[src/hw/rtl/wtd_pkg.sv]
`timescale 1ns / 1ps

package wtd_pkg;

  localparam int COORD_BITS_DEF   = 16;
  localparam int ANGLE_BITS_DEF   = 16;
  localparam int CORDIC_STEPS_DEF = 16;

  localparam int KIND_W   = 3;
  localparam int AMOUNT_W = 19;
  localparam int DIST_W   = 18;
  localparam int GUARD    = 12;

  localparam logic [15:0]       GAIN_MUL = 16'd63675;
  localparam logic [DIST_W-1:0] DIST_MAX = {DIST_W{1'b1}};

  typedef enum logic [KIND_W-1:0] {
    KIND_CCW  = 3'd0,
    KIND_CW   = 3'd1,
    KIND_FWD  = 3'd2,
    KIND_BWD  = 3'd3,
    KIND_HEAD = 3'd4
  } kind_e;

  typedef enum logic [2:0] {
    ST_IDLE,
    ST_CORDIC,
    ST_ANGLE,
    ST_DIST,
    ST_ROT,
    ST_DRV,
    ST_HEAD
  } state_e;

  typedef enum logic [1:0] {
    SEL_ROT,
    SEL_DRV,
    SEL_HEAD
  } sel_e;

  typedef struct packed {
    logic accept;
    logic step;
    logic angle;
    logic clip;
    sel_e sel;
  } cmd_t;

  typedef struct packed {
    logic path_open;
    logic step_last;
    logic seg_last;
  } status_t;

  // arctangent of 2^-i, 2^32 per turn
  function automatic logic [31:0] atan_f(input logic [4:0] idx);
    logic [31:0] v;
    case (idx)
      5'd0:    v = 32'd536870912;
      5'd1:    v = 32'd316933406;
      5'd2:    v = 32'd167458907;
      5'd3:    v = 32'd85004756;
      5'd4:    v = 32'd42667331;
      5'd5:    v = 32'd21354465;
      5'd6:    v = 32'd10679838;
      5'd7:    v = 32'd5340245;
      5'd8:    v = 32'd2670163;
      5'd9:    v = 32'd1335087;
      5'd10:   v = 32'd667544;
      5'd11:   v = 32'd333772;
      5'd12:   v = 32'd166886;
      5'd13:   v = 32'd83443;
      5'd14:   v = 32'd41722;
      5'd15:   v = 32'd20861;
      5'd16:   v = 32'd10430;
      5'd17:   v = 32'd5215;
      5'd18:   v = 32'd2608;
      5'd19:   v = 32'd1304;
      5'd20:   v = 32'd652;
      5'd21:   v = 32'd326;
      5'd22:   v = 32'd163;
      5'd23:   v = 32'd81;
      default: v = 32'd0;
    endcase
    return v;
  endfunction

endpackage

[src/hw/rtl/wtd_ctrl.sv]
`timescale 1ns / 1ps

module wtd_ctrl (
  input  logic             clk_i,
  input  logic             rst_ni,
  input  logic             in_valid_i,
  output logic             in_ready_o,
  input  logic             is_first_i,
  input  logic             is_last_i,
  output logic             out_valid_o,
  input  logic             out_ready_i,
  input  wtd_pkg::status_t status_i,
  output wtd_pkg::cmd_t    cmd_o
);

  wtd_pkg::state_e state_q, state_d;

  always_ff @(posedge clk_i or negedge rst_ni) begin
    if (!rst_ni) begin
      state_q <= wtd_pkg::ST_IDLE;
    end else begin
      state_q <= state_d;
    end
  end

  always_comb begin
    state_d      = state_q;
    in_ready_o   = 1'b0;
    out_valid_o  = 1'b0;
    cmd_o.accept = 1'b0;
    cmd_o.step   = 1'b0;
    cmd_o.angle  = 1'b0;
    cmd_o.clip   = 1'b0;
    cmd_o.sel    = wtd_pkg::SEL_ROT;
    case (state_q)
      wtd_pkg::ST_IDLE: begin
        in_ready_o   = 1'b1;
        cmd_o.accept = in_valid_i;
        if (in_valid_i) begin
          if (is_first_i) begin
            if (is_last_i) begin
              state_d = wtd_pkg::ST_HEAD;
            end
          end else if (status_i.path_open) begin
            state_d = wtd_pkg::ST_CORDIC;
          end
        end
      end
      wtd_pkg::ST_CORDIC: begin
        cmd_o.step = 1'b1;
        if (status_i.step_last) begin
          state_d = wtd_pkg::ST_ANGLE;
        end
      end
      wtd_pkg::ST_ANGLE: begin
        cmd_o.angle = 1'b1;
        state_d     = wtd_pkg::ST_DIST;
      end
      wtd_pkg::ST_DIST: begin
        cmd_o.clip = 1'b1;
        state_d    = wtd_pkg::ST_ROT;
      end
      wtd_pkg::ST_ROT: begin
        out_valid_o = 1'b1;
        cmd_o.sel   = wtd_pkg::SEL_ROT;
        if (out_ready_i) begin
          state_d = wtd_pkg::ST_DRV;
        end
      end
      wtd_pkg::ST_DRV: begin
        out_valid_o = 1'b1;
        cmd_o.sel   = wtd_pkg::SEL_DRV;
        if (out_ready_i) begin
          state_d = status_i.seg_last ? wtd_pkg::ST_HEAD : wtd_pkg::ST_IDLE;
        end
      end
      wtd_pkg::ST_HEAD: begin
        out_valid_o = 1'b1;
        cmd_o.sel   = wtd_pkg::SEL_HEAD;
        if (out_ready_i) begin
          state_d = wtd_pkg::ST_IDLE;
        end
      end
      default: begin
        state_d = wtd_pkg::ST_IDLE;
      end
    endcase
  end

endmodule

[src/hw/rtl/wtd_dpath.sv]
`timescale 1ns / 1ps

module wtd_dpath #(
  parameter int COORD_BITS   = wtd_pkg::COORD_BITS_DEF,
  parameter int ANGLE_BITS   = wtd_pkg::ANGLE_BITS_DEF,
  parameter int CORDIC_STEPS = wtd_pkg::CORDIC_STEPS_DEF
) (
  input  logic                                 clk_i,
  input  logic                                 rst_ni,
  input  logic signed [COORD_BITS-1:0]         point_x_i,
  input  logic signed [COORD_BITS-1:0]         point_y_i,
  input  logic signed [ANGLE_BITS-1:0]         start_heading_i,
  input  logic                                 is_first_i,
  input  logic                                 is_last_i,
  input  wtd_pkg::cmd_t                        cmd_i,
  output wtd_pkg::status_t                     status_o,
  output logic [wtd_pkg::KIND_W-1:0]           kind_o,
  output logic signed [wtd_pkg::AMOUNT_W-1:0]  amount_o,
  output logic                                 last_of_run_o
);

  localparam int DW     = COORD_BITS + 1;
  localparam int XW     = COORD_BITS + 1 + wtd_pkg::GUARD + 2;
  localparam int RSH    = wtd_pkg::GUARD - 8;
  localparam int MW     = XW - RSH;
  localparam int PW     = MW + 16;
  localparam int PBW    = PW - 23;
  localparam int PCW    = (PBW > wtd_pkg::DIST_W + 1) ? PBW : wtd_pkg::DIST_W + 1;
  localparam int AW     = ANGLE_BITS;
  localparam int EXT_W  = (AW + 1 > wtd_pkg::AMOUNT_W) ? AW + 1 : wtd_pkg::AMOUNT_W;
  localparam int STEP_W = $clog2(CORDIC_STEPS);

  localparam logic signed [AW-1:0]     QTR      = AW'(1) << (AW - 2);
  localparam logic [31:0]              ANG_RND  = 32'd1 << (31 - AW);
  localparam logic signed [XW-1:0]     X_RND    = XW'(1) << (RSH - 1);
  localparam logic [PW:0]              P_RND    = (PW + 1)'(1) << 23;
  localparam logic [STEP_W-1:0]        STEP_END = STEP_W'(CORDIC_STEPS - 1);

  logic signed [COORD_BITS-1:0] prev_x_q, prev_y_q;
  logic signed [AW-1:0]         heading_q;
  logic                         open_q;
  logic [STEP_W-1:0]            cnt_q;
  logic                         last_q;
  logic                         zero_q;
  logic signed [XW-1:0]         x_q, y_q;
  logic [31:0]                  z_q;
  logic signed [AW-1:0]         rot_q;
  logic                         fwd_q;
  logic [PW-1:0]                prod_q;
  logic [wtd_pkg::DIST_W-1:0]   dist_q;

  logic signed [DW-1:0] dx, dy;
  logic signed [XW-1:0] x_init, y_init;
  logic                 seg_take;

  assign dx       = DW'(point_x_i) - DW'(prev_x_q);
  assign dy       = DW'(point_y_i) - DW'(prev_y_q);
  assign x_init   = XW'(dx) <<< wtd_pkg::GUARD;
  assign y_init   = XW'(dy) <<< wtd_pkg::GUARD;
  assign seg_take = cmd_i.accept && !is_first_i && open_q;

  logic signed [XW-1:0] xs, ys;
  logic [31:0]          atan_v;

  assign xs     = x_q >>> cnt_q;
  assign ys     = y_q >>> cnt_q;
  assign atan_v = wtd_pkg::atan_f(5'(cnt_q));

  logic [31:0]          z_rnd;
  logic signed [AW-1:0] target, rot_raw;
  logic                 flip;
  logic signed [XW-1:0] x_rnd;
  logic [MW-1:0]        mag;

  assign z_rnd   = z_q + ANG_RND;
  assign target  = z_rnd[31 -: AW];
  assign rot_raw = target - heading_q;
  assign flip    = !last_q && ((rot_raw > QTR) || (rot_raw < -QTR));
  assign x_rnd   = x_q + X_RND;
  assign mag     = x_rnd[XW-1:RSH];

  logic [PW:0]    psum;
  logic [PCW-1:0] p_ext;

  assign psum  = (PW + 1)'(prod_q) + P_RND;
  assign p_ext = PCW'(psum[PW:24]);

  always_ff @(posedge clk_i or negedge rst_ni) begin
    if (!rst_ni) begin
      prev_x_q  <= '0;
      prev_y_q  <= '0;
      heading_q <= '0;
      open_q    <= 1'b0;
      cnt_q     <= '0;
      last_q    <= 1'b0;
    end else begin
      if (cmd_i.accept) begin
        last_q <= is_last_i;
        if (is_first_i) begin
          prev_x_q  <= point_x_i;
          prev_y_q  <= point_y_i;
          heading_q <= start_heading_i;
          open_q    <= !is_last_i;
        end else if (open_q) begin
          prev_x_q <= point_x_i;
          prev_y_q <= point_y_i;
          open_q   <= !is_last_i;
          cnt_q    <= '0;
        end
      end
      if (cmd_i.step) begin
        cnt_q <= cnt_q + STEP_W'(1);
      end
      if (cmd_i.angle && !zero_q) begin
        heading_q <= flip ? {~target[AW-1], target[AW-2:0]} : target;
      end
    end
  end

  always_ff @(posedge clk_i) begin
    if (seg_take) begin
      zero_q <= (dx == '0) && (dy == '0);
      x_q    <= dx[DW-1] ? -x_init : x_init;
      y_q    <= dx[DW-1] ? -y_init : y_init;
      z_q    <= dx[DW-1] ? 32'h8000_0000 : 32'h0;
    end else if (cmd_i.step) begin
      if (!y_q[XW-1]) begin
        x_q <= x_q + ys;
        y_q <= y_q - xs;
        z_q <= z_q + atan_v;
      end else begin
        x_q <= x_q - ys;
        y_q <= y_q + xs;
        z_q <= z_q - atan_v;
      end
    end
    if (cmd_i.angle) begin
      if (zero_q) begin
        rot_q  <= '0;
        fwd_q  <= 1'b1;
        prod_q <= '0;
      end else begin
        rot_q  <= flip ? {~rot_raw[AW-1], rot_raw[AW-2:0]} : rot_raw;
        fwd_q  <= !flip;
        prod_q <= PW'(mag) * PW'(wtd_pkg::GAIN_MUL);
      end
    end
    if (cmd_i.clip) begin
      dist_q <= (p_ext > PCW'(wtd_pkg::DIST_MAX)) ? wtd_pkg::DIST_MAX
                                                  : p_ext[wtd_pkg::DIST_W-1:0];
    end
  end

  assign status_o.path_open = open_q;
  assign status_o.step_last = (cnt_q == STEP_END);
  assign status_o.seg_last  = last_q;

  logic signed [EXT_W-1:0] rot_ext, rot_neg, head_ext;
  logic                    rot_pos;

  assign rot_ext  = EXT_W'(rot_q);
  assign rot_neg  = -rot_ext;
  assign head_ext = EXT_W'(heading_q);
  assign rot_pos  = rot_q > 0;

  always_comb begin
    kind_o        = wtd_pkg::KIND_HEAD;
    amount_o      = head_ext[wtd_pkg::AMOUNT_W-1:0];
    last_of_run_o = 1'b1;
    case (cmd_i.sel)
      wtd_pkg::SEL_ROT: begin
        kind_o        = rot_pos ? wtd_pkg::KIND_CCW : wtd_pkg::KIND_CW;
        amount_o      = rot_pos ? rot_ext[wtd_pkg::AMOUNT_W-1:0]
                                : rot_neg[wtd_pkg::AMOUNT_W-1:0];
        last_of_run_o = 1'b0;
      end
      wtd_pkg::SEL_DRV: begin
        kind_o        = fwd_q ? wtd_pkg::KIND_FWD : wtd_pkg::KIND_BWD;
        amount_o      = wtd_pkg::AMOUNT_W'(dist_q);
        last_of_run_o = !last_q;
      end
      wtd_pkg::SEL_HEAD: begin
        kind_o        = wtd_pkg::KIND_HEAD;
        amount_o      = head_ext[wtd_pkg::AMOUNT_W-1:0];
        last_of_run_o = 1'b1;
      end
      default: begin
        kind_o        = wtd_pkg::KIND_HEAD;
        amount_o      = head_ext[wtd_pkg::AMOUNT_W-1:0];
        last_of_run_o = 1'b1;
      end
    endcase
  end

endmodule

[src/hw/rtl/waypoint_to_turn_and_drive.sv]
`timescale 1ns / 1ps

// Waypoint to turn-and-drive converter.
// Input channel (in_valid_i/in_ready_o): one waypoint per request; is_first_i
// starts a path and carries the start heading, is_last_i ends it.
// Output channel (out_valid_o/out_ready_i): commands kind_o/amount_o, with
// last_of_run_o marking the final result of one waypoint.
// A first waypoint gives no result (or only the heading when it is also
// last). Each later waypoint gives rotate and drive, plus the final heading
// on the last one. Waypoints with no open path are dropped.
// A segment is accepted, runs through CORDIC_STEPS iterations of the shared
// CORDIC stage, then one angle/multiply step and one saturation step, then
// its results go out one per cycle while out_ready_i is high. The block takes
// one waypoint at a time; in_ready_o is high only while no work is pending.
// A stalled receiver holds the current result on the ports until taken.
// Reset clears the path state; no path is open afterward.

module waypoint_to_turn_and_drive #(
  parameter int COORD_BITS   = wtd_pkg::COORD_BITS_DEF,
  parameter int ANGLE_BITS   = wtd_pkg::ANGLE_BITS_DEF,
  parameter int CORDIC_STEPS = wtd_pkg::CORDIC_STEPS_DEF
) (
  input  logic                                clk_i,
  input  logic                                rst_ni,
  input  logic                                in_valid_i,
  output logic                                in_ready_o,
  input  logic signed [COORD_BITS-1:0]        point_x_i,
  input  logic signed [COORD_BITS-1:0]        point_y_i,
  input  logic signed [ANGLE_BITS-1:0]        start_heading_i,
  input  logic                                is_first_i,
  input  logic                                is_last_i,
  output logic                                out_valid_o,
  input  logic                                out_ready_i,
  output logic [wtd_pkg::KIND_W-1:0]          kind_o,
  output logic signed [wtd_pkg::AMOUNT_W-1:0] amount_o,
  output logic                                last_of_run_o
);

  wtd_pkg::cmd_t    cmd;
  wtd_pkg::status_t status;

  wtd_ctrl u_ctrl (
    .clk_i       (clk_i),
    .rst_ni      (rst_ni),
    .in_valid_i  (in_valid_i),
    .in_ready_o  (in_ready_o),
    .is_first_i  (is_first_i),
    .is_last_i   (is_last_i),
    .out_valid_o (out_valid_o),
    .out_ready_i (out_ready_i),
    .status_i    (status),
    .cmd_o       (cmd)
  );

  wtd_dpath #(
    .COORD_BITS   (COORD_BITS),
    .ANGLE_BITS   (ANGLE_BITS),
    .CORDIC_STEPS (CORDIC_STEPS)
  ) u_dpath (
    .clk_i           (clk_i),
    .rst_ni          (rst_ni),
    .point_x_i       (point_x_i),
    .point_y_i       (point_y_i),
    .start_heading_i (start_heading_i),
    .is_first_i      (is_first_i),
    .is_last_i       (is_last_i),
    .cmd_i           (cmd),
    .status_o        (status),
    .kind_o          (kind_o),
    .amount_o        (amount_o),
    .last_of_run_o   (last_of_run_o)
  );

  a_no_overlap : assert property (@(posedge clk_i) disable iff (!rst_ni)
    !(in_ready_o && out_valid_o))
    else $error("input taken while a result is pending");

  a_head_closes : assert property (@(posedge clk_i) disable iff (!rst_ni)
    out_valid_o && (kind_o == wtd_pkg::KIND_HEAD) |-> last_of_run_o)
    else $error("final heading not marked as last");

  a_rot_not_last : assert property (@(posedge clk_i) disable iff (!rst_ni)
    out_valid_o && ((kind_o == wtd_pkg::KIND_CCW) || (kind_o == wtd_pkg::KIND_CW))
    |-> !last_of_run_o)
    else $error("rotate marked as last");

  a_drive_then_head : assert property (@(posedge clk_i) disable iff (!rst_ni)
    out_valid_o && out_ready_i && !last_of_run_o &&
    ((kind_o == wtd_pkg::KIND_FWD) || (kind_o == wtd_pkg::KIND_BWD))
    |=> out_valid_o && (kind_o == wtd_pkg::KIND_HEAD))
    else $error("final heading missing after last drive");

endmodule
[config.mk]
export PLATFORM = sky130hd
export DESIGN_NAME = waypoint_to_turn_and_drive
export DESIGN_NICKNAME = d
export VERILOG_FILES = /design/src/hw/rtl/wtd_pkg.sv /design/src/hw/rtl/wtd_ctrl.sv /design/src/hw/rtl/wtd_dpath.sv /design/src/hw/rtl/waypoint_to_turn_and_drive.sv
export SDC_FILE = /design/constraint.sdc
export NUM_CORES = 2
export LEC_CHECK = 0
export BUFFER_PORTS_ARGS = -buffer_cell sky130_fd_sc_hd__clkbuf_2
export CAP_MARGIN = 25
export CORE_UTILIZATION = 45
export DETAILED_ROUTE_END_ITERATION = 12
export PLACE_DENSITY_LB_ADDON = 0.2
export SKIP_LAST_GASP = 1
export SLEW_MARGIN = 40
export SYNTH_ARGS = -nofsm -noshare
export SYNTH_HDL_FRONTEND = slang
export SYNTH_SLANG_ARGS = --single-unit
export TNS_END_PERCENT = 50
[constraint.sdc]
create_clock -name clk_i -period 8.91 [get_ports clk_i]
set_input_delay 1.782 -clock clk_i [delete_from_list [all_inputs] [get_ports clk_i]]
set_output_delay 1.782 -clock clk_i [all_outputs]
set_load 0.005 [all_outputs]
==> results.md <==
- Routed length on met1: approximately 39,000 µm
- Post-route setup TNS: 0 ps
- Hpwl dp: 66,600 µm
- Outcome: completed
- Initial Util: 45.5%
- Total core area: 68,600 µm²
- Via count: 25,399
- Met3 wire len: 3650 µm
- Final worst path period share: 93.4%
- Initial antenna violation count: 0
- Ratio of cells with drive above 1 in the final layout: 8.30%
- F_max: 120 MHz
- Diodes inserted: 0
- Syn Nets: around 4,200
- Worst-Margin Slew: 848 ps
- Worst Hold Path EP: u_dpath.prev_y_q[0]$_DFFE_PN0P_
- GRT Util Overall: 23.7%
- Antenna Violating Nets Remaining: 0
- Chip width: 265 µm
- Setup crit end kind: register
- Headroom to the max-slew limit: 42.7%
- Sequential area share after synthesis: approximately a fifth
- Die height: between 200 and 300 µm
- Routed WL per cell: 18.2 µm
- Number of core rows: 96
- Vias/cell: 5.51
- Setup Crit Path Kind: register to register
- Register-to-register setup slack: roughly 590 ps
- WP data arrival: 8640 ps
- Syn Inst Count: 3,629
- Hold WC Path Type: register to register
- Top layer in use: met4
- Die footprint: 70,500 µm²
- CTS root buf: clkbuf_16
- Ports: 79
- First-pass GRT wire length: 134,000 µm
- Asr flop ratio synth: between 20 and 30%
- Insertion delay to the later sink of the worst-skew pair: ~600 ps
- PortBufs: 78
- Max Cap Violations: 0
- Pin count of the biggest net entering global routing: 75
- Req. time, crit path: just over 9000 ps
- Nets: approximately 4,200
- Synthesis warning total: 0
- Tmin final: roughly 8300 ps
- Critical path launch point type: register
- RSZ-0062 raised after global routing: no
- Vias in the first global route: approximately 25,000
- Distinct cells, synth: 86
- GRT overflow: 0
- Area grow syn2layout: 8.01%
- Htree depth: 1
- Fin. max-slew vios: 0
- Met2 Routed Length: 38,700 µm
- Clk_skew: 20.1 ps
- Hold Path Depth: 1
- Crit Path Max Fanout: 9
- Fin. Hold Viols: 0
- Yosys reg bits: approximately 210
- Min-delay src: u_dpath.prev_y_q[0]$_DFFE_PN0P_
- Top FF cell, synth: edfxtp_1
- Pre-antenna DRT Iters: 6
- Synthesized area per cell: 8.61 µm²
- Area of the mapped netlist: about 31,000 µm²
- DRC Markers: 0
- R2r startpoint: u_dpath.x_q[5]$_SDFFCE_PP0P_
- # fillers: around 6,700
- Clk sinks: just over 200
- Num CTS Buffers: 29
- Final WL: 83,800 µm
- Clock buffer depth: 3
- Reg2reg path depth: 27
- Critical R2R Capture: u_dpath.prod_q[38]$_SDFFCE_PP0N_
- Gpl congestion: 0.925
- Post-synth EDFFs: 150
- Worst-path clk slew: around 60 ps
- TritonCTS clock tree: built
- CTS Hold Bufs: 0
- DRT iter0 DRCs: between 1,500 and 2,000
- Final setup fails: 0
cell families after synthesis:
logic type,synth area share [%]
mux,7.29
buf+inv,7.68
simple gates,14.6
xor+xnor,9.00
flops,19.0
compound gates,16.2
fa+ha+maj,26.2
worst max-delay path by stage:
stage | start | end | slack (ps)
finish | u_dpath.x_q[5]$_SDFFCE_PP0P_ | u_dpath.prod_q[38]$_SDFFCE_PP0N_ | 590
global route | u_dpath.x_q[3]$_SDFFCE_PP0P_ | u_dpath.prod_q[38]$_SDFFCE_PP0N_ | 30
CTS | u_dpath.x_q[3]$_SDFFCE_PP0P_ | u_dpath.prod_q[38]$_SDFFCE_PP0N_ | 520
detailed placement | u_dpath.x_q[3]$_SDFFCE_PP0P_ | u_dpath.prod_q[38]$_SDFFCE_PP0N_ | 530
global placement | u_dpath.x_q[3]$_SDFFCE_PP0P_ | u_dpath.prod_q[38]$_SDFFCE_PP0N_ | 320
floorplan | u_dpath.x_q[7]$_SDFFCE_PP0P_ | u_dpath.prod_q[38]$_SDFFCE_PP0N_ | 1170
repair_timing:
action                                  in CTS  in global routing
setup buffers                                0                  0
endpoints found under the setup margin       0                  1
resized for setup                            0                  1
worst max-delay path, stage by stage (launching register included):
cell and delay [ps]:
edfxtp_1 440, and3_1 240, nand3_1 150, nor3_1 490, and4_1 350, nand2_1 120, xnor2_2 560, ha_1 350
inv_1 120, fa_1 430, fa_1 510, inv_1 40, fa_1 470, fa_1 540, inv_1 50, fa_1 520
inv_1 40, ha_1 330, nand4_1 130, nor3_1 190, o211ai_1 140, o22ai_1 270, nor3_1 140, o31ai_1 570
a21oi_1 200, o311ai_0 430, xnor2_1 170, nor2_1 50
placed cells by master (no fill, tap or decap), types with 25 or more instances in the layout:
master	n
inv_1	479
ha_1	320
nand2_1	299
nor2_1	282
o21ai_0	243
a21oi_1	233
fa_1	209
xnor2_1	180
edfxtp_1	150
xor2_1	139
nand3_1	81
clkbuf_2	77
mux2i_1	71
dfrtp_1	53
a21o_1	51
mux4_2	49
nor3_1	47
buf_4	44
nor2b_1	41
mux2_2	40
a31oi_1	37
and3_1	33
nand4_1	29
and2_1	29
clkbuf_16	29
a211oi_1	28
nand2b_1	28
o21a_1	25
cells in the mapped netlist, types with 71 or more instances:
cell type | instances | area share (%)
ha_1 | 320 | 13
edfxtp_1 | 150 | 14
inv_1 | 480 | 5.8
xor2_1 | 140 | 3.9
mux2i_1 | 71 | 2.3
xnor2_1 | 181 | 5.1
o21ai_0 | 243 | 3.9
a21oi_1 | 235 | 3.8
nand2_1 | 302 | 3.6
nand3_1 | 81 | 1.3
clkbuf_1 | 81 | 0.97
fa_1 | 209 | 13
nor2_1 | 283 | 3.4
layout make-up:
cell class	instances	area (µm²)	area share, %
multi-input cells	2803	23000	68.1
flip-flops and latches	207	5940	17.6
inverters	484	1820	5.39
well taps	931	1160	3.45
repair buffers	127	811	2.40
clock buffers	32	757	2.24
clock inverters	22	272	0.805
per-layer routing:
layer  vias to the layer above  track usage, %
met5                         -               0
met4                         0            7.47
met3                       122            2.25
met2                       621            39.4
met1                     12008            32.6
li1                      12648               -
registers in the layout, indices dropped and copies added (netlist names), 16 cells and up:
name and flops:
u_dpath.z_q 32, u_dpath.dist_q 18, u_dpath.rot_q 16, u_dpath.y_q 31
u_dpath.prod_q 20, u_dpath.prev_y_q 16, u_dpath.prev_x_q 16, u_dpath.heading_q 16
u_dpath.x_q 31
stage by stage:
stage                     setup slack [ps]  hold slack, ps  cells  util (%)  area (µm²)
after CTS                              518             518   4605      49.1       33700
after global placement                 315             496   4548      47.5       32600
after floorplan                       1170             485   3629         -       31200
after detailed placement               530             505   4551      47.6       32700
final                                  589             516   4606      49.2       33700
after global routing                  31.5             543   4606      49.2       33700
Power is not shown: default switching activity piles up to over one toggle a cycle in this logic, so the estimate is an artifact.
